[src/sv/ppsg_pkg.sv]
// Package for the price path step generator: fixed-point constants, register
// indexes, controller state and command/status types, reciprocal table.
// No dependencies.
package ppsg_pkg;

    // Configuration port
    localparam int CFG_IDX_W  = 3;
    localparam int CFG_DATA_W = 32;

    typedef enum logic [CFG_IDX_W-1:0] {
        REG_MODE          = 3'd0,
        REG_INITIAL_PRICE = 3'd1,
        REG_STEP_DRIFT    = 3'd2,
        REG_STEP_VOL      = 3'd3,
        REG_SQRT_STEP     = 3'd4
    } ppsg_reg_t;

    // Path modes
    localparam logic MODE_GEO   = 1'b0;
    localparam logic MODE_ARITH = 1'b1;

    // Fixed-point constants (Q30 unless noted)
    localparam logic [33:0] LOG2E_Q30   = 34'd1549082005;
    localparam logic [33:0] LN2_Q30     = 34'd744261118;
    localparam logic [31:0] ONE_Q30     = 32'h4000_0000;
    localparam int          X_LIMIT     = 134217728;   // exponent argument clamp, Q16.16
    localparam int          K_LIMIT     = 40;          // power-of-two exponent clamp
    localparam int          FRAC_SHIFT  = 30;          // binary point of the mantissa
    localparam logic [2:0]  SERIES_TERMS = 3'd7;

    // Half-LSB rounding terms (0.5 at each rounding position)
    localparam logic signed [67:0] HALF_Q12 = 68'sd2048;
    localparam logic signed [67:0] HALF_Q16 = 68'sd32768;
    localparam logic signed [67:0] HALF_Q30 = 68'sd536870912;

    // Configuration register bank
    typedef struct packed {
        logic               mode;
        logic [30:0]        initial_price;
        logic signed [31:0] step_drift;
        logic [30:0]        step_vol;
        logic [30:0]        sqrt_step;
    } ppsg_cfg_t;

    // Controller states
    typedef enum logic [4:0] {
        ST_IDLE,
        ST_VOLZ,
        ST_XSUM,
        ST_XMUL,
        ST_TSPLIT,
        ST_FMUL,
        ST_RSET,
        ST_MR,
        ST_QRND,
        ST_QREC,
        ST_MUPD,
        ST_PMUL,
        ST_SHIFT,
        ST_SZ,
        ST_ASUM,
        ST_DONE_RST,
        ST_DONE_ARI,
        ST_DONE_GEO
    } ppsg_state_t;

    // Shared multiplier operand selection
    typedef enum logic [2:0] {
        MUL_VOLZ,
        MUL_SQZ,
        MUL_XC,
        MUL_FC,
        MUL_MR,
        MUL_QN,
        MUL_PM
    } ppsg_mul_sel_t;

    // Result source
    typedef enum logic [1:0] {
        RES_RESTART,
        RES_ARITH,
        RES_GEO
    } ppsg_res_sel_t;

    typedef struct packed {
        logic          capture;
        logic          mul_en;
        ppsg_mul_sel_t mul_sel;
        logic          ld_x;
        logic          ld_tk;
        logic          ld_r;
        logic          ld_q;
        logic          ld_m;
        logic          ld_sum;
        logic          ld_shift;
        logic          ld_out;
        ppsg_res_sel_t res_sel;
    } ppsg_cmd_t;

    typedef struct packed {
        logic mode;
        logic n_last;
        logic out_free;
    } ppsg_stat_t;

    // floor(2^32 / n) for the series divisors 1..7
    function automatic logic [32:0] ppsg_recip(input logic [2:0] n);
        logic [32:0] r;
        case (n)
            3'd1:    r = 33'h1_0000_0000;
            3'd2:    r = 33'd2147483648;
            3'd3:    r = 33'd1431655765;
            3'd4:    r = 33'd1073741824;
            3'd5:    r = 33'd858993459;
            3'd6:    r = 33'd715827882;
            3'd7:    r = 33'd613566756;
            default: r = 33'd0;
        endcase
        return r;
    endfunction

endpackage

[src/sv/ppsg_ctrl.sv]
// Controller of the price path step generator: sequences the shared
// multiplier and datapath loads for one item at a time.
// Depends on ppsg_pkg.
module ppsg_ctrl (
    input  logic                 clk,
    input  logic                 rst_n,
    input  logic                 in_valid,
    input  logic                 in_restart,
    output logic                 in_ready,
    input  ppsg_pkg::ppsg_stat_t stat,
    output ppsg_pkg::ppsg_cmd_t  cmd
);
    import ppsg_pkg::*;

    ppsg_state_t state_reg;
    ppsg_state_t state_next;

    always_ff @(posedge clk or negedge rst_n)
    begin
        if (!rst_n)
            state_reg <= ST_IDLE;
        else
            state_reg <= state_next;
    end

    // Next state
    always_comb
    begin
        state_next = state_reg;
        unique case (state_reg)
            ST_IDLE:
            begin
                if (in_valid)
                begin
                    if (in_restart)
                        state_next = ST_DONE_RST;
                    else if (stat.mode == MODE_ARITH)
                        state_next = ST_SZ;
                    else
                        state_next = ST_VOLZ;
                end
            end
            ST_VOLZ:     state_next = ST_XSUM;
            ST_XSUM:     state_next = ST_XMUL;
            ST_XMUL:     state_next = ST_TSPLIT;
            ST_TSPLIT:   state_next = ST_FMUL;
            ST_FMUL:     state_next = ST_RSET;
            ST_RSET:     state_next = ST_MR;
            ST_MR:       state_next = ST_QRND;
            ST_QRND:     state_next = ST_QREC;
            ST_QREC:     state_next = ST_MUPD;
            ST_MUPD:     state_next = stat.n_last ? ST_PMUL : ST_MR;
            ST_PMUL:     state_next = ST_SHIFT;
            ST_SHIFT:    state_next = ST_DONE_GEO;
            ST_SZ:       state_next = ST_ASUM;
            ST_ASUM:     state_next = ST_DONE_ARI;
            ST_DONE_RST,
            ST_DONE_ARI,
            ST_DONE_GEO: state_next = stat.out_free ? ST_IDLE : state_reg;
            default:     state_next = ST_IDLE;
        endcase
    end

    // Command outputs
    always_comb
    begin
        cmd      = '0;
        in_ready = 1'b0;
        unique case (state_reg)
            ST_IDLE:
            begin
                in_ready    = 1'b1;
                cmd.capture = in_valid;
            end
            ST_VOLZ:
            begin
                cmd.mul_en  = 1'b1;
                cmd.mul_sel = MUL_VOLZ;
            end
            ST_XSUM:     cmd.ld_x = 1'b1;
            ST_XMUL:
            begin
                cmd.mul_en  = 1'b1;
                cmd.mul_sel = MUL_XC;
            end
            ST_TSPLIT:   cmd.ld_tk = 1'b1;
            ST_FMUL:
            begin
                cmd.mul_en  = 1'b1;
                cmd.mul_sel = MUL_FC;
            end
            ST_RSET:     cmd.ld_r = 1'b1;
            ST_MR:
            begin
                cmd.mul_en  = 1'b1;
                cmd.mul_sel = MUL_MR;
            end
            ST_QRND:     cmd.ld_q = 1'b1;
            ST_QREC:
            begin
                cmd.mul_en  = 1'b1;
                cmd.mul_sel = MUL_QN;
            end
            ST_MUPD:     cmd.ld_m = 1'b1;
            ST_PMUL:
            begin
                cmd.mul_en  = 1'b1;
                cmd.mul_sel = MUL_PM;
            end
            ST_SHIFT:    cmd.ld_shift = 1'b1;
            ST_SZ:
            begin
                cmd.mul_en  = 1'b1;
                cmd.mul_sel = MUL_SQZ;
            end
            ST_ASUM:     cmd.ld_sum = 1'b1;
            ST_DONE_RST:
            begin
                cmd.ld_out  = stat.out_free;
                cmd.res_sel = RES_RESTART;
            end
            ST_DONE_ARI:
            begin
                cmd.ld_out  = stat.out_free;
                cmd.res_sel = RES_ARITH;
            end
            ST_DONE_GEO:
            begin
                cmd.ld_out  = stat.out_free;
                cmd.res_sel = RES_GEO;
            end
            default:     cmd = '0;
        endcase
    end

endmodule

[config.mk]
export PLATFORM = sky130hd
export DESIGN_NAME = ppsg_ctrl
export DESIGN_NICKNAME = d
export VERILOG_FILES = /design/src/sv/ppsg_pkg.sv /design/src/sv/ppsg_ctrl.sv
export SDC_FILE = /design/constraint.sdc
export NUM_CORES = 1
export LEC_CHECK = 0
export CORE_AREA = 4 4 41 43
export CTS_CLUSTER_DIAMETER = 40
export DETAILED_ROUTE_END_ITERATION = 7
export DIE_AREA = 0 0 45 47
export DONT_BUFFER_PORTS = 1
export GPL_TIMING_DRIVEN = 1
export HOLD_SLACK_MARGIN = 0.12
export PLACE_DENSITY = 0.57
export SLEW_MARGIN = 15
export SYNTH_ARGS = -nofsm -noshare
export SYNTH_HDL_FRONTEND = slang
export SYNTH_SLANG_ARGS = --single-unit
[constraint.sdc]
create_clock -name clk -period 2.3 [get_ports clk]
set_input_delay 0.115 -clock clk [delete_from_list [all_inputs] [get_ports clk]]
set_output_delay 0.115 -clock clk [all_outputs]
set_load 0.02 [all_outputs]
==> Word level (Yosys, flattened, before mapping) <==
Index checks and enable logic that the tools add are counted.
{ "totals": {"register_bits": 5, "output_inout_bits": 16, "input_bits": 7} }
{ "classes": {"n_reduce_logical": 3, "mux": 17, "n_eq_ne": 19} }
{ "op_table": {"columns": ["cell", "n"], "rows": [
  ["5-bit case mux with 16 select lines", 1],
  ["5-bit by 4-bit == test with 1-bit output (second input constant)", 8],
  ["4-bit case mux with 7 select lines", 1],
  ["5-bit by 3-bit == test with 1-bit output (second input constant)", 4],
  ["4-bit two-way mux", 3],
  ["5-bit by 2-bit == test with 1-bit output (second input constant)", 2],
  ["5-bit == test (second input constant)", 2],
  ["5-bit two-way mux", 2],
  ["1-bit two-way mux", 9],
  ["3-bit case mux with 3 select lines", 1],
  ["5-bit by 1-bit == test with 1-bit output (second input constant)", 1],
  ["5-bit zero test", 1],
  ["2-bit != test (second input constant)", 2],
  ["3-bit OR reduction", 1],
  ["2-bit AND reduction", 1]
]} }

==> Depth between registers and ports, before layout <==
{ "logic_depth": {"word_depth": 4, "depth_mapped": 6, "ltp_nobuf": 5} }

==> Least setup slack after synthesis <==
Ideal clock, no wire load.
{ "synth_path": {"path_kind": "register -> output", "startpoint": "register state_reg[1]", "endpoint": "output cmd[14] in the netlist's numbering", "t_arrival_ns": 1.489, "path_slack_ns": 0.696, "path_buffers": 1, "path_stages_with_launch": 5, "required_time_ns": 2.185, "path_cell_list": "dfrtp_1 buf_4 or3_4 nor3_2 and2_1"} }
{ "synth_rtl": {"columns": ["element", "line", "text"], "rows": [
  ["start, declared", "ppsg_ctrl.sv:15", "ppsg_state_t state_reg;"],
  ["start signal, assigned", "ppsg_ctrl.sv:23", "state_reg <= state_next;"],
  ["end, declared", "ppsg_ctrl.sv:11", "output ppsg_pkg::ppsg_cmd_t cmd"]
]} }

==> results_dict.tcl <==
set metrics [dict create \
    status "finished clean" \
    end_kind "output pin" \
    first_global_vias 431 \
    row_count 13 \
    cp_top_family "simple AND/OR/NAND/NOR gates" \
    ys_types 30 \
    drive_gt1_share_pct 18.2 \
    yosys_register_bits 5 \
    fin_skew_ns 0.000997 \
    timing.rr.end "state_reg[3]$_DFFE_PN0P_" \
    reg2reg_setup_slack_ns 0.71 \
    finalHoldViolCount 0 \
    netlist.area_leader.share_pct 22.8 \
    total_leakage_power_uw 0.000226 \
    globalplace.congestion 0.724 \
    die_width_um 45 \
    vias_per_cell 5.86 \
    drt-initial-drc-count 8 \
    critPathMaxStageDelay_ns 0.55 \
    syn-cell-area_um2 548 \
    yosys_warnings 0 \
    cp-startpoint "state_reg[0]$_DFFE_PN0P_" \
    worst_pin_slew_ns 0.621 \
    grt_start_max_net_pins 19 \
    cts-root-buf "clkbuf_4" \
    num_io_pins 23 \
    path_buf_inv 1 \
    core-area_um2 1300 \
    dieArea_um2 2120 \
    slew_violations 0 \
    finish.utilization_pct 45.7 \
    drv_cap 0 \
    fin_crit_ns 1.89 \
    vias 539 \
    drc 0 \
    path_class "reg2out" \
    r2r_start "state_reg[2]$_DFFE_PN0P_" \
    post_cts_buffers 0 \
    clkSlewWorstSetupHoldPaths_ns 0.04 \
    first_pass_iters 2 \
    antenna_found_initial 0 \
    clk_latency_ns 0.24 \
    slowest_stage "dfrtp_1" \
    crit_chain "or3_4 > nor3_2 > buf_4 > and2_1" \
    power.density_nw_per_um2 1630 \
    drt-wirelength-per-cell_um 14.0 \
    dp_hpwl_um 939 \
    cp-start-kind "register" \
    cts_num_sinks 5 \
    rr_worst_depth 5 \
    cp.arrival_ns 1.78 \
    area_delta_synth_final_pct 8.45 \
    track_usage_pct 13.5 \
    cp.required_ns 2.18 \
    hold_class "in2async" \
    start_util_pct 42.1 \
    yosys.area.top_type "dfrtp_1" \
    cts_tree "built" \
    total_power_uw 971 \
    ys_seq_area_share_pct 22.8 \
    die_h_um 47 \
    grt_overflow_total 0 \
    worstPathMaxFanout 14 \
    routed_wl_um 1290 \
    numCtsBuffers 3 \
    post-route-period-util_pct 82.4 \
    grt_first_pass_wirelength_um 1970 \
    cts_hold_buffers 3 \
    synth.avg_cell_area_um2 7.41 \
    rsz0062_at_grt "false" \
    synth_area_leaders "dfrtp_1, nor2_1, nand2b_1" \
    portBuffers 0 \
    htreeDepth 1 \
    fmax_ghz 0.528 \
    fin_nets 85 \
    largest_register_ffs 5 \
    synth_cells 74 \
    diodes 0 \
    cts_max_path_buffers 2 \
    synth_nets 81 \
    setup-violations-final 0 \
    tns_ns 0 \
    peakVddDrop_v 0.000880 \
    slew_headroom_pct 58.3 \
    detail-route-antenna-nets 0 \
    cts_resized 0 \
]
-- worst register-to-register path, stage by stage (launching register included) --
cell	delay, ns
dfrtp_1	0.61
nand2b_1	0.30
o22ai_1	0.11
a21oi_2	0.14
nor3b_1	0.21
o21ai_1	0.09
-- synth_stat cells --
| library cell | instances |
|---|---|
| and2_1 | 1 |
| o31ai_1 | 2 |
| nor2_1 | 16 |
| a31oi_1 | 2 |
| nor3_2 | 1 |
| a21oi_1 | 4 |
| nor3_1 | 5 |
| o41ai_1 | 1 |
| o221a_2 | 1 |
| buf_2 | 2 |
| buf_4 | 3 |
| or3_1 | 2 |
| nand2b_1 | 5 |
| o21ai_1 | 2 |
| buf_6 | 1 |
| nand2_1 | 6 |
| o22ai_1 | 2 |
| dfrtp_1 | 5 |
| nor3b_1 | 1 |
| a2bb2oi_1 | 1 |
| or3_4 | 1 |
| mux2_2 | 1 |
| nand3_1 | 1 |
| a21oi_2 | 1 |
| nor2_4 | 1 |
| o21a_1 | 2 |
| nand2_2 | 1 |
| nor4b_4 | 1 |
| xor2_1 | 1 |
| inv_2 | 1 |
-- metrics by stage --
step	hold WS (ns)	std cells	worst slack, ns	area [µm²]
2_1_floorplan	-0.181	74	0.696	548
3_3_place_gp	-0.180	85	0.671	538
3_5_place_dp	-0.180	85	0.652	538
4_1_cts	0.150	92	0.393	594
5_1_grt	0.160	92	0.294	594
6_report	0.156	92	0.406	594
-- power breakdown --
| group | total [µW] | switching, µW | internal (µW) |
|---|---|---|---|
| clock | 101 | 35.9 | 65.6 |
| sequential | 247 | 118 | 129 |
| combinational | 623 | 381 | 242 |
-- worst max-delay path by stage --
stage / endpoint / slack, ns / cells after the start
2_1_floorplan: cmd[14] / 0.70 / 4
3_5_place_dp: cmd[14] / 0.65 / 4
3_3_place_gp: cmd[14] / 0.67 / 4
5_1_grt: cmd[14] / 0.29 / 4
4_1_cts: cmd[14] / 0.39 / 4
6_report: cmd[14] / 0.41 / 4
-- cell usage in the layout (no fill, tap or decap) --
cell	n
nor3_2	1
nor2_1	16
nand2_2	1
a2bb2oi_1	1
o21a_1	2
o221a_2	1
a21oi_2	1
nor3_1	5
o22ai_1	2
a21oi_1	4
xor2_1	1
o41ai_1	1
dlygate4sd3_1	3
clkbuf_4	3
nand2_1	6
or3_4	1
o31ai_1	2
clkbuf_1	1
nor3b_1	1
o21ai_1	2
mux2_2	1
inv_2	1
nand2b_1	5
or3_1	2
a31oi_1	2
dfrtp_1	5
and2_1	1
buf_4	2
nor2_4	1
nor4b_4	1
nand3_1	1
-- final cells by class --
cell class              count  area, µm²
well taps                  15       18.8
flip-flops and latches      5        125
clock buffers               4       26.3
inverters                   1       3.75
multi-input cells          62        375
repair buffers              5       45.0
fillers                   146        707
-- metal layers --
metal  share of wire, %  track usage [%]  wire length [µm]  vias to the layer above
li1                   -                -                 -                      266
met1                 49             17.7               626                      250
met2                 42             18.4               538                       19
met3                7.6             6.13                98                        4
met4                1.8             7.02                23                        0
met5                  0                0                 0                        -
-- cell families after synthesis --
kind of cell,Yosys count,share of synthesized area (%)
xor gates and xnor gates,1,1.60
and+or+nand+nor,42,42.5
muxes,1,2.05
DFF,5,22.8
buffers and inverters,7,8.67
AOI/OAI and AO/OA,18,22.4
(Power assumes the default switching activity.)
