`config.mk`:
```
export PLATFORM = sky130hd
export DESIGN_NAME = ppsg_cfg_flat
export DESIGN_NICKNAME = d
export VERILOG_FILES = /design/src/sv/ppsg_pkg.sv /design/src/sv/ppsg_if.sv /design/src/sv/ppsg_cfg.sv /design/src/flat_wrapper.sv
export SDC_FILE = /design/constraint.sdc
export NUM_CORES = 1
export LEC_CHECK = 0
export BUFFER_PORTS_ARGS = -buffer_cell sky130_fd_sc_hd__buf_4
export CORE_MARGIN = 3
export CORE_UTILIZATION = 40
export DETAILED_ROUTE_END_ITERATION = 12
export PLACE_DENSITY_LB_ADDON = 0.12
export REMOVE_ABC_BUFFERS = 1
export SETUP_SLACK_MARGIN = 0.5
export SLEW_MARGIN = 5
export SYNTH_ARGS = -nofsm -noshare
export SYNTH_HDL_FRONTEND = slang
export SYNTH_SLANG_ARGS = --single-unit
```
`constraint.sdc`:
```
create_clock -name clk -period 1.1 [get_ports clk]
set_clock_uncertainty 0.15 [all_clocks]
set_input_delay 0.11 -clock clk [delete_from_list [all_inputs] [get_ports clk]]
set_output_delay 0.11 -clock clk [all_outputs]
set_load 0.05 [all_outputs]
```
`src/sv/ppsg_pkg.sv`:
```
// Package for the price path step generator: fixed-point constants, register
// indexes, controller state and command/status types, reciprocal table.
// No dependencies.
package ppsg_pkg;

    // Configuration port
    localparam int CFG_IDX_W  = 3;
    localparam int CFG_DATA_W = 32;

    typedef enum logic [CFG_IDX_W-1:0] {
        REG_MODE          = 3'd0,
        REG_INITIAL_PRICE = 3'd1,
        REG_STEP_DRIFT    = 3'd2,
        REG_STEP_VOL      = 3'd3,
        REG_SQRT_STEP     = 3'd4
    } ppsg_reg_t;

    // Path modes
    localparam logic MODE_GEO   = 1'b0;
    localparam logic MODE_ARITH = 1'b1;

    // Fixed-point constants (Q30 unless noted)
    localparam logic [33:0] LOG2E_Q30   = 34'd1549082005;
    localparam logic [33:0] LN2_Q30     = 34'd744261118;
    localparam logic [31:0] ONE_Q30     = 32'h4000_0000;
    localparam int          X_LIMIT     = 134217728;   // exponent argument clamp, Q16.16
    localparam int          K_LIMIT     = 40;          // power-of-two exponent clamp
    localparam int          FRAC_SHIFT  = 30;          // binary point of the mantissa
    localparam logic [2:0]  SERIES_TERMS = 3'd7;

    // Half-LSB rounding terms (0.5 at each rounding position)
    localparam logic signed [67:0] HALF_Q12 = 68'sd2048;
    localparam logic signed [67:0] HALF_Q16 = 68'sd32768;
    localparam logic signed [67:0] HALF_Q30 = 68'sd536870912;

    // Configuration register bank
    typedef struct packed {
        logic               mode;
        logic [30:0]        initial_price;
        logic signed [31:0] step_drift;
        logic [30:0]        step_vol;
        logic [30:0]        sqrt_step;
    } ppsg_cfg_t;

    // Controller states
    typedef enum logic [4:0] {
        ST_IDLE,
        ST_VOLZ,
        ST_XSUM,
        ST_XMUL,
        ST_TSPLIT,
        ST_FMUL,
        ST_RSET,
        ST_MR,
        ST_QRND,
        ST_QREC,
        ST_MUPD,
        ST_PMUL,
        ST_SHIFT,
        ST_SZ,
        ST_ASUM,
        ST_DONE_RST,
        ST_DONE_ARI,
        ST_DONE_GEO
    } ppsg_state_t;

    // Shared multiplier operand selection
    typedef enum logic [2:0] {
        MUL_VOLZ,
        MUL_SQZ,
        MUL_XC,
        MUL_FC,
        MUL_MR,
        MUL_QN,
        MUL_PM
    } ppsg_mul_sel_t;

    // Result source
    typedef enum logic [1:0] {
        RES_RESTART,
        RES_ARITH,
        RES_GEO
    } ppsg_res_sel_t;

    typedef struct packed {
        logic          capture;
        logic          mul_en;
        ppsg_mul_sel_t mul_sel;
        logic          ld_x;
        logic          ld_tk;
        logic          ld_r;
        logic          ld_q;
        logic          ld_m;
        logic          ld_sum;
        logic          ld_shift;
        logic          ld_out;
        ppsg_res_sel_t res_sel;
    } ppsg_cmd_t;

    typedef struct packed {
        logic mode;
        logic n_last;
        logic out_free;
    } ppsg_stat_t;

    // floor(2^32 / n) for the series divisors 1..7
    function automatic logic [32:0] ppsg_recip(input logic [2:0] n);
        logic [32:0] r;
        case (n)
            3'd1:    r = 33'h1_0000_0000;
            3'd2:    r = 33'd2147483648;
            3'd3:    r = 33'd1431655765;
            3'd4:    r = 33'd1073741824;
            3'd5:    r = 33'd858993459;
            3'd6:    r = 33'd715827882;
            3'd7:    r = 33'd613566756;
            default: r = 33'd0;
        endcase
        return r;
    endfunction

endpackage

```
`src/sv/ppsg_if.sv`:
```


interface ppsg_cfg_if;
    import ppsg_pkg::*;

    logic                  valid;
    logic                  ready;
    logic [CFG_IDX_W-1:0]  index;
    logic [CFG_DATA_W-1:0] data;

    modport source (output valid, output index, output data, input ready);
    modport sink   (input valid, input index, input data, output ready);
endinterface

```
`src/sv/ppsg_cfg.sv`:
```
// Configuration register bank of the price path step generator.
// Depends on ppsg_pkg and ppsg_cfg_if.
module ppsg_cfg (
    input  logic               clk,
    input  logic               rst_n,
    ppsg_cfg_if.sink           cfg,
    output ppsg_pkg::ppsg_cfg_t cfg_q
);
    import ppsg_pkg::*;

    ppsg_cfg_t cfg_reg;
    ppsg_cfg_t cfg_next;

    // Writes are always taken
    assign cfg.ready = 1'b1;
    assign cfg_q     = cfg_reg;

    // Register decode
    always_comb
    begin
        cfg_next = cfg_reg;
        if (cfg.valid)
        begin
            unique case (ppsg_reg_t'(cfg.index))
                REG_MODE:          cfg_next.mode          = cfg.data[0];
                REG_INITIAL_PRICE: cfg_next.initial_price = cfg.data[30:0];
                REG_STEP_DRIFT:    cfg_next.step_drift    = cfg.data;
                REG_STEP_VOL:      cfg_next.step_vol      = cfg.data[30:0];
                REG_SQRT_STEP:     cfg_next.sqrt_step     = cfg.data[30:0];
                default:           cfg_next = cfg_reg;
            endcase
        end
    end

    always_ff @(posedge clk or negedge rst_n)
    begin
        if (!rst_n)
        begin
            cfg_reg.mode          <= MODE_GEO;
            cfg_reg.initial_price <= 31'd65536;
            cfg_reg.step_drift    <= 32'sd0;
            cfg_reg.step_vol      <= 31'd0;
            cfg_reg.sqrt_step     <= 31'd65536;
        end
        else
        begin
            cfg_reg <= cfg_next;
        end
    end

endmodule

```
`src/flat_wrapper.sv`:
```
// flat-port wrapper written by rule: the top's interface ports become plain ports
module ppsg_cfg_flat import ppsg_pkg::*;
  (clk, rst_n, cfg_q, cfg_valid, cfg_index, cfg_data, cfg_ready);
  ppsg_cfg_if cfg_i ();
  input  logic clk;
  input  logic rst_n;
  output ppsg_pkg::ppsg_cfg_t cfg_q;
  input wire logic [$bits(cfg_i.valid)-1:0] cfg_valid;
  input wire logic [$bits(cfg_i.index)-1:0] cfg_index;
  input wire logic [$bits(cfg_i.data)-1:0] cfg_data;
  output wire logic [$bits(cfg_i.ready)-1:0] cfg_ready;
  assign cfg_i.valid = cfg_valid;
  assign cfg_i.index = cfg_index;
  assign cfg_i.data = cfg_data;
  assign cfg_ready = cfg_i.ready;
  ppsg_cfg u_core (.clk(clk), .rst_n(rst_n), .cfg(cfg_i), .cfg_q(cfg_q));
endmodule
```
Word level (Yosys, flattened, before mapping)
Cells that the tools add are included.
{"block": "totals", "regBits": 126, "inputBits": 38, "out_inout_bits": 127, "word_cells": 15}
{"block": "op_classes", "n_eq_ne": 4, "reduce_logical": 6}
{"op": "2-bit AND reduction", "n": 5}
{"op": "3-bit by 2-bit equality test with 1-bit output (second input constant)", "n": 2}
{"op": "3-bit by 1-bit equality test with 1-bit output (second input constant)", "n": 1}
{"op": "3-bit equality test (second input constant)", "n": 1}
{"op": "3-bit logical NOT", "n": 1}

Longest topological paths before layout
Gate-level depths: netlist of run 1.
{"block": "logic_depth", "depth_word": 2, "ltp_mapped": 4, "ltp_nobuf": 2}

Least setup slack after synthesis of run 1
OpenSTA, ideal clock, no wires.
{"block": "synth_timing", "path_type": "input port to flip-flop", "from": "input cfg_index[0]", "to": "register u_core.cfg_reg, in the netlist u_core.cfg_q[63]", "setup_time_ns": 0.125, "arrival_ns": 0.996, "required_ns": 0.825, "slack_ns": -0.171, "path_stages": 4, "n_path_buf": 2, "path_cell_list": "nor4bb_1 -> buf_4 -> buf_12 -> mux2_4"}
{"block": "synth_between", "elab_chain_cells": 2}
{"element": "from (decl)", "line": "flat_wrapper.sv:9", "source": "input wire logic [$bits(cfg_i.index)-1:0] cfg_index;"}
{"element": "3-bit by 2-bit equality test with 1-bit output", "line": "ppsg_cfg.sv:24", "source": "unique case (ppsg_reg_t'(cfg.index))"}
{"element": "2-bit AND reduction (no line)"}
{"element": "to (signal assigned)", "line": "ppsg_cfg.sv:47", "source": "cfg_reg <= cfg_next;"}
{"element": "to (decl)", "line": "ppsg_cfg.sv:11", "source": "ppsg_cfg_t cfg_reg;"}
No other way between the ends.
A chain may end at the register's enable or synchronous reset.

Final worst setup path of run 1
{"block": "layout_timing", "from": "register u_core.cfg_reg, in the netlist u_core.cfg_q[16]", "to": "output cfg_q[16] in the netlist's numbering"}
{"element": "to (decl)", "line": "flat_wrapper.sv:7", "source": "output ppsg_pkg::ppsg_cfg_t cfg_q;"}
No word-level cell between the ends.

==> results of run 1 <==
[worst max path at each step]
stage	from	endpoint	depth (start not counted)
finish	u_core.cfg_q[16]	cfg_q[16]	1
global route	u_core.cfg_q[110]	cfg_q[110]	1
CTS	u_core.cfg_q[16]	cfg_q[16]	1
detailed placement	cfg_index[0]	u_core.cfg_q[93]	4
global placement	cfg_index[0]	u_core.cfg_q[93]	4
floorplan	cfg_index[2]	u_core.cfg_q[62]	2
[area by class of cell]
class / instances / area share, %
clock buffers: 26 / 5.79
clock inverters: 5 / 1.17
multi-input cells: 132 / 21.3
flip-flops and latches: 126 / 35.9
well taps: 143 / 2.03
repair buffers: 261 / 33.8
[kinds of logic (layout without fill, tap and decap cells)]
logic type / count (synthesis) / in the layout / share of synthesized area, %
mux: 126 / 126 / 31.4
flops: 126 / 126 / 64.7
buf+inv: 14 / 292 / 2.77
simple gates: 5 / 5 / 1.08
other cells: 1 / 1 / 0.0769
[where the power goes]
part | total [mW] | internal, mW | switching [mW]
registers | 6.54 | 5.69 | 0.855
clock network | 5.75 | 3.85 | 1.90
logic | 9.06 | 4.06 | 5.00
total | 21.4 | 13.6 | 7.76
[stage by stage]
stage	area, um2	hold WS [ns]	setup WS, ns	cells	utilization, %
floorplan	4740	-0.336	-4.78	258	-
global placement	6360	-0.111	-0.430	576	54.6
detailed placement	6360	-0.109	-0.439	576	54.6
CTS	8360	-0.555	-0.292	652	71.6
global route	8790	-0.539	-0.309	693	75.4
finish	8790	-0.542	-0.275	693	75.4
[routing by layer]
metal / vias up / global-route usage, %
li1: 1506 / -
met1: 1770 / 28.8
met2: 120 / 33.6
met3: 19 / 8.29
met4: 0 / 7.50
met5: - / 0
[worst reg2reg max path, stage by stage, from the launching register on]
cell and delay (ns):
dfrtp_1 0.40, buf_4 0.15, buf_6 0.10, mux2_4 0.25
[what timing repair did]
item / CTS / global route
resized for setup: 210 / 25
buffers inserted: 34 / 40
pin swaps: 2 / 2
endpoints found under the setup margin: 252 / 252
endpoints found under the hold margin: 252 / 252
gates cloned: 11 / 1
[cells in the final DEF, fill, tap and decap left out]
| cell | netlist | final |
|---|---|---|
| mux2_2 | 92 | 30 |
| clkbuf_16 | 0 | 18 |
| nand4b_1 | 1 | 1 |
| dfstp_2 | 2 | 2 |
| mux2_4 | 30 | 96 |
| clkinv_2 | 0 | 1 |
| dfrtp_1 | 124 | 124 |
| clkbuf_1 | 0 | 4 |
| nor4bb_4 | 0 | 1 |
| clkinvlp_4 | 0 | 1 |
| bufinv_16 | 0 | 3 |
| buf_4 | 8 | 82 |
| nor4b_4 | 0 | 1 |
| buf_16 | 0 | 11 |
| conb_1 | 1 | 1 |
| clkbuf_8 | 0 | 5 |
| buf_12 | 3 | 16 |
| buf_6 | 0 | 148 |
| buf_8 | 0 | 3 |
| and4bb_4 | 0 | 2 |
==> key figures, run 1 <==
Timing
  – Post-Route Setup TNS: -20.40 ns
  – Worst hold slack: -0.542 ns
  – RSZ-0062 raised after global routing: yes
  – Max Clock Freq: between 700 and 800 MHz
  – Period utilization: 125%
  – Final Setup Violations: between 200 and 250
  – Final max-slew violation count: 0
  – Period minus WS final: ~1.4 ns
  – Final hold violations: around 250
  – Fin worst setup slack: -0.275 ns

CTS
  – Clock buffer depth: 2
  – CTS H-tree depth: 4
  – Clock sinks: approximately 130
  – Clk Latency, worst-skew pair: ~0.4 ns
  – Clock-pin slew on the worst setup and hold paths: ~0.050 ns
  – Root Driver: clkbuf_16
  – Num CTS Buffers: 17
  – TritonCTS clock tree: done

Cells and area
  – NumNets Final: 576
  – Filler cells: between 600 and 700
  – Register Area: roughly 3200 um2
  – Antenna diode count: 0
  – Max reg flops: 126
  – Fraction of layout cells with a size suffix above 1: 76.4%
  – Area grow syn2layout: 80.3%
  – Multi-input gate area: between 1500 and 2000 um2

Synthesis
  – Cell taking the most area after synthesis: dfrtp_1
  – Seq/Total Area, Yosys: approximately 65%
  – Synth top cells by count: dfrtp_1, mux2_2, mux2_4, buf_4, mux2_1
  – Share of async-settable or async-resettable flops after synthesis: 100%
  – Most common cell in the netlist: dfrtp_1
  – Yosys cell types: 13
  – Syn Inst Count: about 270
  – Top post-synthesis cells by area: dfrtp_1, mux2_2, mux2_4
  – Cell Area, Synth: slightly below 5000 um2
  – Avg Cell Area, Syn: 17.9 um2
  – Yosys top cell area share: about 64%
  – Primary FF master, synth: dfrtp_1
  – FF+latch count, synth: about 130
  – Yosys warns: 0
  – Post-synth EDFFs: 0

Drt
  – Met3 WL: about 1100 um
  – Residual DRC count: 0
  – Met2 wire len: 7590 um
  – Detail Route Antenna Nets: 0
  – Via Count: between 3k and 4k
  – Drt first-iter violations: 190
  – M1 WL: ~6500 um
  – Final WL: between 15,000 and 20,000 um
  – Highest Signal Layer: met4
  – Drt wl/cell: between 20 and 25 um
  – First-pass iteration count of the detailed router: 4
  – Vias per inst: a little under 5

Critical path
  – CP Buf/Inv Count: 1
  – R2r worst-path depth: 3
  – R2r setup slk: -0.07 ns
  – Worst Path Class, Setup: reg2out
  – Crit path DAT: 1.12 ns
  – Critical Path Sink Type: output port
  – Slowest library cell on the worst path: dfstp_2
  – CP top delay family: flip-flops
  – Critical Path RT: about 0.84 ns
  – Startpoint types: flop
  – Maximum fanout along the worst path: 2
  – Crit-path cells: buf_8
  – FF-to-FF End: u_core.cfg_q[68]
  – R2r startpoint: u_core.cfg_q[68]
  – CP peak stage delay: between 0.5 and 0.6 ns

Power
  – Worst vdd ir: roughly 1.6 mV
  – Leak: 4.24 nW
  – Design Power: 21.4 mW
  – Power density over the cells: roughly 2400 nW/um2

Run status
  – Failing checks: hold timing, setup timing
  – Status: complete, but fails checks

Hold path
  – Min-delay worst type: in2async

Floorplan
  – Core area: 11,700 um2
  – DIE HEIGHT: roughly 120 um
  – Ports: 165
  – Die area: 13,600 um2
  – Initial Util: a little over two fifths
  – Num rows: 39
  – Die X: 116 um

GRT
  – First-pass GRT wire length: between 20,000 and 25,000 um
  – Largest net degree at the start of global routing: 40
  – Vias in the first global route: 3,600
  – Gr usage total: a little over a fifth
  – Initial antenna violation count: 0
  – GRT overflow: 0

Placed design
  – DP HPWL: 7500 um
  – I/O Buffers: around 160
  – RePlAce Congestion: about 0.74

Job
  – Max-cap violations: 0
Note: power is estimated with default switching activity, not from simulation.
==> run 2, diff against run 1 <==
--- a/config.mk
+++ b/config.mk
@@ -11,7 +11,7 @@
 export DETAILED_ROUTE_END_ITERATION = 12
 export PLACE_DENSITY_LB_ADDON = 0.12
 export REMOVE_ABC_BUFFERS = 1
-export SETUP_SLACK_MARGIN = 0.5
+export SETUP_SLACK_MARGIN = 0.05
 export SLEW_MARGIN = 5
 export SYNTH_ARGS = -nofsm -noshare
 export SYNTH_HDL_FRONTEND = slang
==> run 2 against run 1 <==
Net effect:
- the flow still finishes with violations (hold timing, setup timing)
- global-route usage decreased by 2.2 points
- maximum frequency increased by 0.42%
- worst setup slack improved by 0.0057 ns
- critical endpoint unchanged
- highest routed layer unchanged
==> key figures, run 2 (synthesis results as in run 1) <==
GRT
  – First-pass GRT wire length: 19,700 um (was 21,400 um)
  – Initial antenna violation count: 0 (unchanged)
  – Vias in the first global route: 3,644 (was 3,600)
  – GRT overflow: 0 (unchanged)
  – Gr usage total: 19.8% (was 21.9%)
  – Largest net degree at the start of global routing: 40 (unchanged)

Timing
  – Fin worst setup slack: -0.269 ns (was -0.275 ns)
  – Final max-slew violation count: 0 (unchanged)
  – Max Clock Freq: 730 MHz (was 727 MHz)
  – Period utilization: 124% (was 125%)
  – Final Setup Violations: 128 (was 208)
  – Post-Route Setup TNS: -15.38 ns (was -20.40 ns)
  – Period minus WS final: 1.37 ns (was 1.38 ns)
  – Final hold violations: 1 (was 252)
  – RSZ-0062 raised after global routing: yes (unchanged)
  – Worst hold slack: -0.0761 ns (was -0.542 ns)

Run status
  – Status: complete, but fails checks (unchanged)
  – Failing checks: hold timing, setup timing (unchanged)

Cells and area
  – Fraction of layout cells with a size suffix above 1: 68.7% (was 76.4%)
  – Area grow syn2layout: 68.9% (was 80.3%)
  – NumNets Final: 560 (was 576)
  – Most frequent cells in the layout: buf_6, dfrtp_1, mux2_2 (was buf_6, dfrtp_1, mux2_4)
  – Filler cells: 739 (was 684)
  – Fin cells: 677 (was 693)
  – Antenna diode count: 0 (unchanged)
  – Fin util: 70.7% (was 75.4%)
  – Commonest non-fill, non-tap cell in the layout: buf_6 (unchanged)
  – Max reg flops: 126 (unchanged)
  – Register Area: 3160 um2 (unchanged)
  – Multi-input gate area: 1640 um2 (was 1870 um2)

Drt
  – Drt wl/cell: 19.2 um (was 22.1 um)
  – Via Count: 3,255 (was 3,415)
  – Residual DRC count: 0 (unchanged)
  – Vias per inst: 4.81 (was 4.93)
  – Detail Route Antenna Nets: 0 (unchanged)
  – First-pass iteration count of the detailed router: 4 (unchanged)
  – Final WL: 13,000 um (was 15,300 um)
  – Drt first-iter violations: 113 (was 190)

Critical path
  – Startpoint types: flop (unchanged)
  – Crit-path cells: buf_8 (unchanged)
  – CP Buf/Inv Count: 1 (unchanged)
  – Critical Path Sink Type: output port (unchanged)
  – R2r worst-path depth: 3 (unchanged)
  – Instance count on the critical path: 1 (unchanged)
  – Slowest library cell on the worst path: dfstp_2 (unchanged)
  – Crit path DAT: 1.11 ns (was 1.12 ns)
  – CP top delay family: flip-flops (unchanged)
  – Worst Path Class, Setup: reg2out (unchanged)
  – CP peak stage delay: 0.55 ns (about the same)
  – Critical Path RT: 0.84 ns (about the same)
  – Maximum fanout along the worst path: 2 (unchanged)

CTS
  – Root Driver: clkbuf_16 (unchanged)
  – Clk Latency, worst-skew pair: 0.41 ns (about the same)
  – Num CTS Buffers: 17 (unchanged)
  – CTS H-tree depth: 4 (unchanged)
  – Clock-pin slew on the worst setup and hold paths: 0.05 ns (about the same)
  – Clock sinks: 126 (unchanged)
  – TritonCTS clock tree: done (unchanged)
  – Clock buffer depth: 2 (unchanged)
  – CTS Hold Buffers Added: 33

Hold path
  – Hold path depth: 3
  – Min-delay worst type: in2reg (was in2async)

Placed design
  – Placed insts: 576 (unchanged)
  – DP HPWL: 7500 um (unchanged)
  – I/O Buffers: 163 (unchanged)
  – RePlAce Congestion: 0.737 (unchanged)

Floorplan
  – Die X: 116 um (unchanged)
  – Core area: 11,700 um2 (unchanged)
  – Initial Util: 41.8% (unchanged)
  – Ports: 165 (unchanged)
  – DIE HEIGHT: 116 um (unchanged)
  – Num rows: 39 (unchanged)
  – Die area: 13,600 um2 (unchanged)

Power
  – Leak: 3.87 nW (was 4.24 nW)
  – Power density over the cells: 2500 nW/um2 (was 2430 nW/um2)
  – Worst vdd ir: 1.67 mV (was 1.62 mV)

Job
  – Max-cap violations: 0 (unchanged)
[run 2: cell count changes in the layout (fill, tap and decap cells not counted), sizes merged]
| cell | delta |
|---|---|
| buf | -48 |
| clkbuf | -1 |
| dlygate4sd3 | +33 |
[run 2: routing by layer]
layer	GRT usage, %	vias up	routed length [um]	share of wire (%)
met1	24.4	1658	5320	41
met5	0	-	0	0
met2	30.4	115	6420	49
met4	8.20	0	199	1.5
li1	-	1468	-	-
met3	8.76	14	1080	8.3
[run 2: through the flow]
step           setup slack (ns)  cell area [um2]  power [mW]
6_report                 -0.269             8240        20.6
5_1_grt                  -0.311             8240        21.4
4_1_cts                  -0.292             8070        20.4
3_5_place_dp             -0.439             6360        13.4
3_3_place_gp             -0.430             6360        13.3
2_1_floorplan             -4.78             4740        11.0
[run 2: cell type report]
type / instances / area share (%)
Sequential cell: 126 / 38.3
Timing Repair Buffer: 245 / 32.2
Multi-Input combinational cell: 132 / 19.9
Clock buffer: 26 / 6.18
Tap cell: 143 / 2.17
Clock inverter: 5 / 1.25
[run 2: worst paths after layout]
kind	start	end	slack, ns
min in group asynchronous	rst_n	u_core.cfg_q[125]	0.01
min	cfg_index[1]	u_core.cfg_q[125]	-0.08
max reg2reg	u_core.cfg_q[28]	u_core.cfg_q[28]	-0.04
max in group asynchronous	rst_n	u_core.cfg_q[25]	0.26
max	u_core.cfg_q[16]	cfg_q[16]	-0.27
min reg2reg	u_core.cfg_q[53]	u_core.cfg_q[53]	0.37
[run 2: report_power, final]
part | total [mW] | switching [mW] | internal, mW
logic | 8.35 | 4.84 | 3.51
clock network | 5.72 | 1.87 | 3.85
registers | 6.51 | 0.825 | 5.69
total | 20.6 | 7.53 | 13.0
[run 2: repair_timing]
item	4_1_cts	5_1_grt
buffers inserted	25	17
hold endpoints to repair	252	1
endpoints found under the setup margin	158	168
gates cloned	3	0
pin swaps	1	1
resized for setup	134	28
==> run 3, diff against run 2 <==
--- a/config.mk
+++ b/config.mk
@@ -5,6 +5,7 @@
 export SDC_FILE = /design/constraint.sdc
 export NUM_CORES = 1
 export LEC_CHECK = 0
+export ABC_AREA = 1
 export BUFFER_PORTS_ARGS = -buffer_cell sky130_fd_sc_hd__buf_4
 export CORE_MARGIN = 3
 export CORE_UTILIZATION = 40
==> run 3 against run 2 <==
Net effect:
- the flow finishes with violations (setup timing)
- worst setup slack got worse by 0.0084 ns
- critical path type unchanged
- routed wire length rose by 24%
- clock power fell by 13%
- sequential share of layout area fell by 0.73 points
- core utilization fell by 1.3 points
- via count rose by 49%
- maximum frequency fell by 0.61%
- first-iteration DRC count rose to 3.6 times the previous value
- combinational power fell by 13%
- register-to-register slack improved by 0.12 ns
- die area rose by 2.7%
- sequential power fell by 4.1%
==> key figures, run 3 <==
Critical path
  – FF-to-FF End: u_core.cfg_q[19] (was u_core.cfg_q[28])
  – R2r worst-path depth: 4 (was 3)
  – Maximum fanout along the worst path: 2 (unchanged)
  – Startpoint types: flop (unchanged)
  – CP peak stage delay: 0.56 ns (was 0.55 ns)
  – Critical Path RT: 0.84 ns (about the same)
  – R2r startpoint: u_core.cfg_q[19] (was u_core.cfg_q[28])
  – Worst Path Class, Setup: reg2out (unchanged)
  – Worst setup startpoint: u_core.cfg_q[16] (unchanged)
  – CP top delay family: flip-flops (unchanged)
  – Slowest library cell on the worst path: dfstp_2 (unchanged)
  – CP endpoint: cfg_q[16] (unchanged)
  – Instance count on the critical path: 1 (unchanged)
  – Crit path DAT: 1.12 ns (was 1.11 ns)
  – Critical Path Sink Type: output port (unchanged)
  – Crit-path cells: buf_8 (unchanged)
  – CP Buf/Inv Count: 1 (unchanged)
  – R2r setup slk: 0.08 ns (was -0.04 ns)

Synthesis
  – Primary FF master, synth: dfrtp_1 (unchanged)
  – Post-synthesis simple-gate area fraction: 32.4% (was 1.08%)
  – XOR/XNOR Fraction of Synth Area: 0% (unchanged)
  – Most common cell in the netlist: nand2_1 (was dfrtp_1)
  – Yosys top cell area share: 61.9% (was 63.6%)
  – Share of async-settable or async-resettable flops after synthesis: 100% (unchanged)
  – Synth top cells by count: nand2_1, nand3_1, dfrtp_1, buf_2, clkbuf_1 (was dfrtp_1, mux2_2, mux2_4, buf_4, mux2_1)
  – Yosys warns: 0 (unchanged)
  – Largest family of logic cells by synthesized area: simple AND/OR/NAND/NOR gates (was multiplexers)
  – Seq/Total Area, Yosys: 62.9% (was 64.7%)
  – Yosys cell types: 15 (was 13)
  – Top post-synthesis cells by area: dfrtp_1, nand2_1, nand3_1 (was dfrtp_1, mux2_2, mux2_4)
  – Adder-cell share of the synthesized area: 0% (unchanged)
  – Synth Area in Compound Gates: 0% (unchanged)
  – FF+latch count, synth: 126 (unchanged)
  – Post-synth EDFFs: 0 (unchanged)
  – Cell Area, Synth: 5020 um2 (was 4880 um2)
  – Avg Cell Area, Syn: 8.99 um2 (was 17.9 um2)
  – Post-synthesis mux area share: 0% (was 31.4%)
  – Cell taking the most area after synthesis: dfrtp_1 (unchanged)
  – Syn Inst Count: 558 (was 272)

Cells and area
  – Filler cells: 938 (was 739)
  – NumNets Final: 861 (was 560)
  – Fin util: 69.4% (was 70.7%)
  – Antenna diode count: 0 (unchanged)
  – Commonest non-fill, non-tap cell in the layout: nand2_1 (was buf_6)
  – Most frequent cells in the layout: nand2_1, nand3_1, buf_6, dfrtp_1, buf_4 (was buf_6, dfrtp_1, mux2_2)
  – Max reg flops: 126 (unchanged)
  – Area grow syn2layout: 67.5% (was 68.9%)
  – Fin cells: 1,002 (was 677)
  – Fraction of layout cells with a size suffix above 1: 33.9% (was 68.7%)

Drt
  – Vias per inst: 4.85 (was 4.81)
  – Detail Route Antenna Nets: 0 (unchanged)
  – Drt first-iter violations: 410 (was 113)
  – Drt wl/cell: 16.1 um (was 19.2 um)
  – Final WL: 16,200 um (was 13,000 um)
  – Via Count: 4,857 (was 3,255)
  – Residual DRC count: 0 (unchanged)
  – First-pass iteration count of the detailed router: 5 (was 4)

Hold path
  – Min-delay worst type: in2async (was in2reg)

CTS
  – Clock-pin slew on the worst setup and hold paths: 0.05 ns (about the same)
  – CTS H-tree depth: 4 (unchanged)
  – Clock buffer depth: 2 (unchanged)
  – Clk Latency, worst-skew pair: 0.41 ns (about the same)
  – Num CTS Buffers: 17 (unchanged)
  – Root Driver: clkbuf_16 (unchanged)
  – TritonCTS clock tree: done (unchanged)
  – Clock sinks: 126 (unchanged)

GRT
  – First-pass GRT wire length: 26,100 um (was 19,700 um)
  – Vias in the first global route: 4,900 (was 3,644)
  – GRT overflow: 0 (unchanged)
  – Initial antenna violation count: 0 (unchanged)
  – Gr usage total: 23.9% (was 19.8%)
  – Largest net degree at the start of global routing: 34 (was 40)

Timing
  – RSZ-0062 raised after global routing: yes (unchanged)
  – Final Setup Violations: 126 (was 128)
  – Period minus WS final: 1.38 ns (was 1.37 ns)
  – Worst hold slack: 0.000313 ns (was -0.0761 ns)
  – Fin worst setup slack: -0.278 ns (was -0.269 ns)
  – Final max-slew violation count: 0 (unchanged)
  – Final hold violations: 0 (was 1)
  – Period utilization: 125% (was 124%)
  – Max Clock Freq: 726 MHz (was 730 MHz)

Placed design
  – DP HPWL: 10,400 um (was 7500 um)
  – Placed insts: 881 (was 576)
  – I/O Buffers: 163 (unchanged)
  – RePlAce Congestion: 0.783 (was 0.737)

Run status
  – Status: complete, but fails checks (unchanged)
  – Failing checks: setup timing (was hold timing, setup timing)

Power
  – P_int: 11.4 mW (was 13.0 mW)
  – Share of power burned in registers: 33.8% (was 31.6%)
  – Sw Ratio: 38.2% (was 36.6%)
  – Design Power: 18.5 mW (was 20.6 mW)
  – NetSw: 7.05 mW (was 7.53 mW)
  – Leak: 4.51 nW (was 3.87 nW)
  – Power density over the cells: 2200 nW/um2 (was 2500 nW/um2)
  – Gate power share: 39.3% (was 40.6%)
  – Clock network fraction of total power: 26.9% (was 27.8%)
  – Worst vdd ir: 1.36 mV (was 1.67 mV)

Floorplan
  – DIE HEIGHT: 118 um (was 116 um)
  – Core area: 12,100 um2 (was 11,700 um2)
  – Die area: 13,900 um2 (was 13,600 um2)
  – Initial Util: 41.4% (was 41.8%)
  – Ports: 165 (unchanged)
  – Num rows: 40 (was 39)
  – Die X: 118 um (was 116 um)

Job
  – Max-cap violations: 0 (unchanged)
## run 3: cell families after synthesis
group	Yosys count
buffers and inverters	43
other	1
and+or+nand+nor	388
DFF	126
## run 3: how the worst min path moves through the flow
stage	startpoint	end	slack, ns	depth (start not counted)
5_1_grt	rst_n	u_core.cfg_q[105]	0.003	2
3_3_place_gp	rst_n	u_core.cfg_q[105]	-0.11	1
4_1_cts	rst_n	u_core.cfg_q[65]	-0.01	2
6_report	rst_n	u_core.cfg_q[42]	0.0003	2
2_1_floorplan	rst_n	u_core.cfg_q[0]	-0.34	0
3_5_place_dp	rst_n	u_core.cfg_q[105]	-0.11	1
## run 3: power groups by stage
| stage | registers, mW | logic (mW) | clock network [mW] |
|---|---|---|---|
| CTS | 6.22 | 6.94 | 5.08 |
| global placement | 6.11 | 5.99 | 0 |
| floorplan | 9.13 | 0.782 | 0 |
| finish | 6.24 | 7.25 | 4.97 |
| detailed placement | 6.12 | 6.05 | 0 |
| global route | 6.32 | 7.64 | 5.25 |
## run 3: routing by layer
metal	wire [um]	vias up	track usage, %	part of all wire [%]
met5	0	-	0	0
met4	246	0	8.21	1.5
met3	1160	20	7.74	7.2
met2	7980	178	38.6	49
met1	6790	2349	30.3	42
li1	-	2310	-	-
## run 3: final cells by class
| cell class | instances | area [um2] | area share, % |
|---|---|---|---|
| Tap cell | 168 | 210 | 2.50 |
| Sequential cell | 126 | 3160 | 37.6 |
| Timing Repair Buffer | 285 | 2840 | 33.8 |
| Inverter | 4 | 15.0 | 0.179 |
| Clock buffer | 30 | 524 | 6.24 |
| Multi-Input combinational cell | 389 | 1650 | 19.7 |
## run 3: through the flow
stage	worst slack (ns)	setup TNS, ns	area, um2
floorplan	-2.68	-235.19	4800
global placement	-0.0972	-7.64	6630
detailed placement	-0.136	-10.66	6630
CTS	-0.287	-18.12	8140
global route	-0.321	-19.97	8400
finish	-0.278	-15.54	8400
## run 3: timing repair
| action | 4_1_cts | 5_1_grt |
|---|---|---|
| endpoints found under the hold margin | 252 | 0 |
| hold buffers | 34 | 0 |
| pin swaps | 0 | 2 |
| setup endpoints to repair | 126 | 127 |
| gates resized for setup | 128 | 1 |
| buffers inserted | 23 | 34 |
| cloned | 0 | 0 |
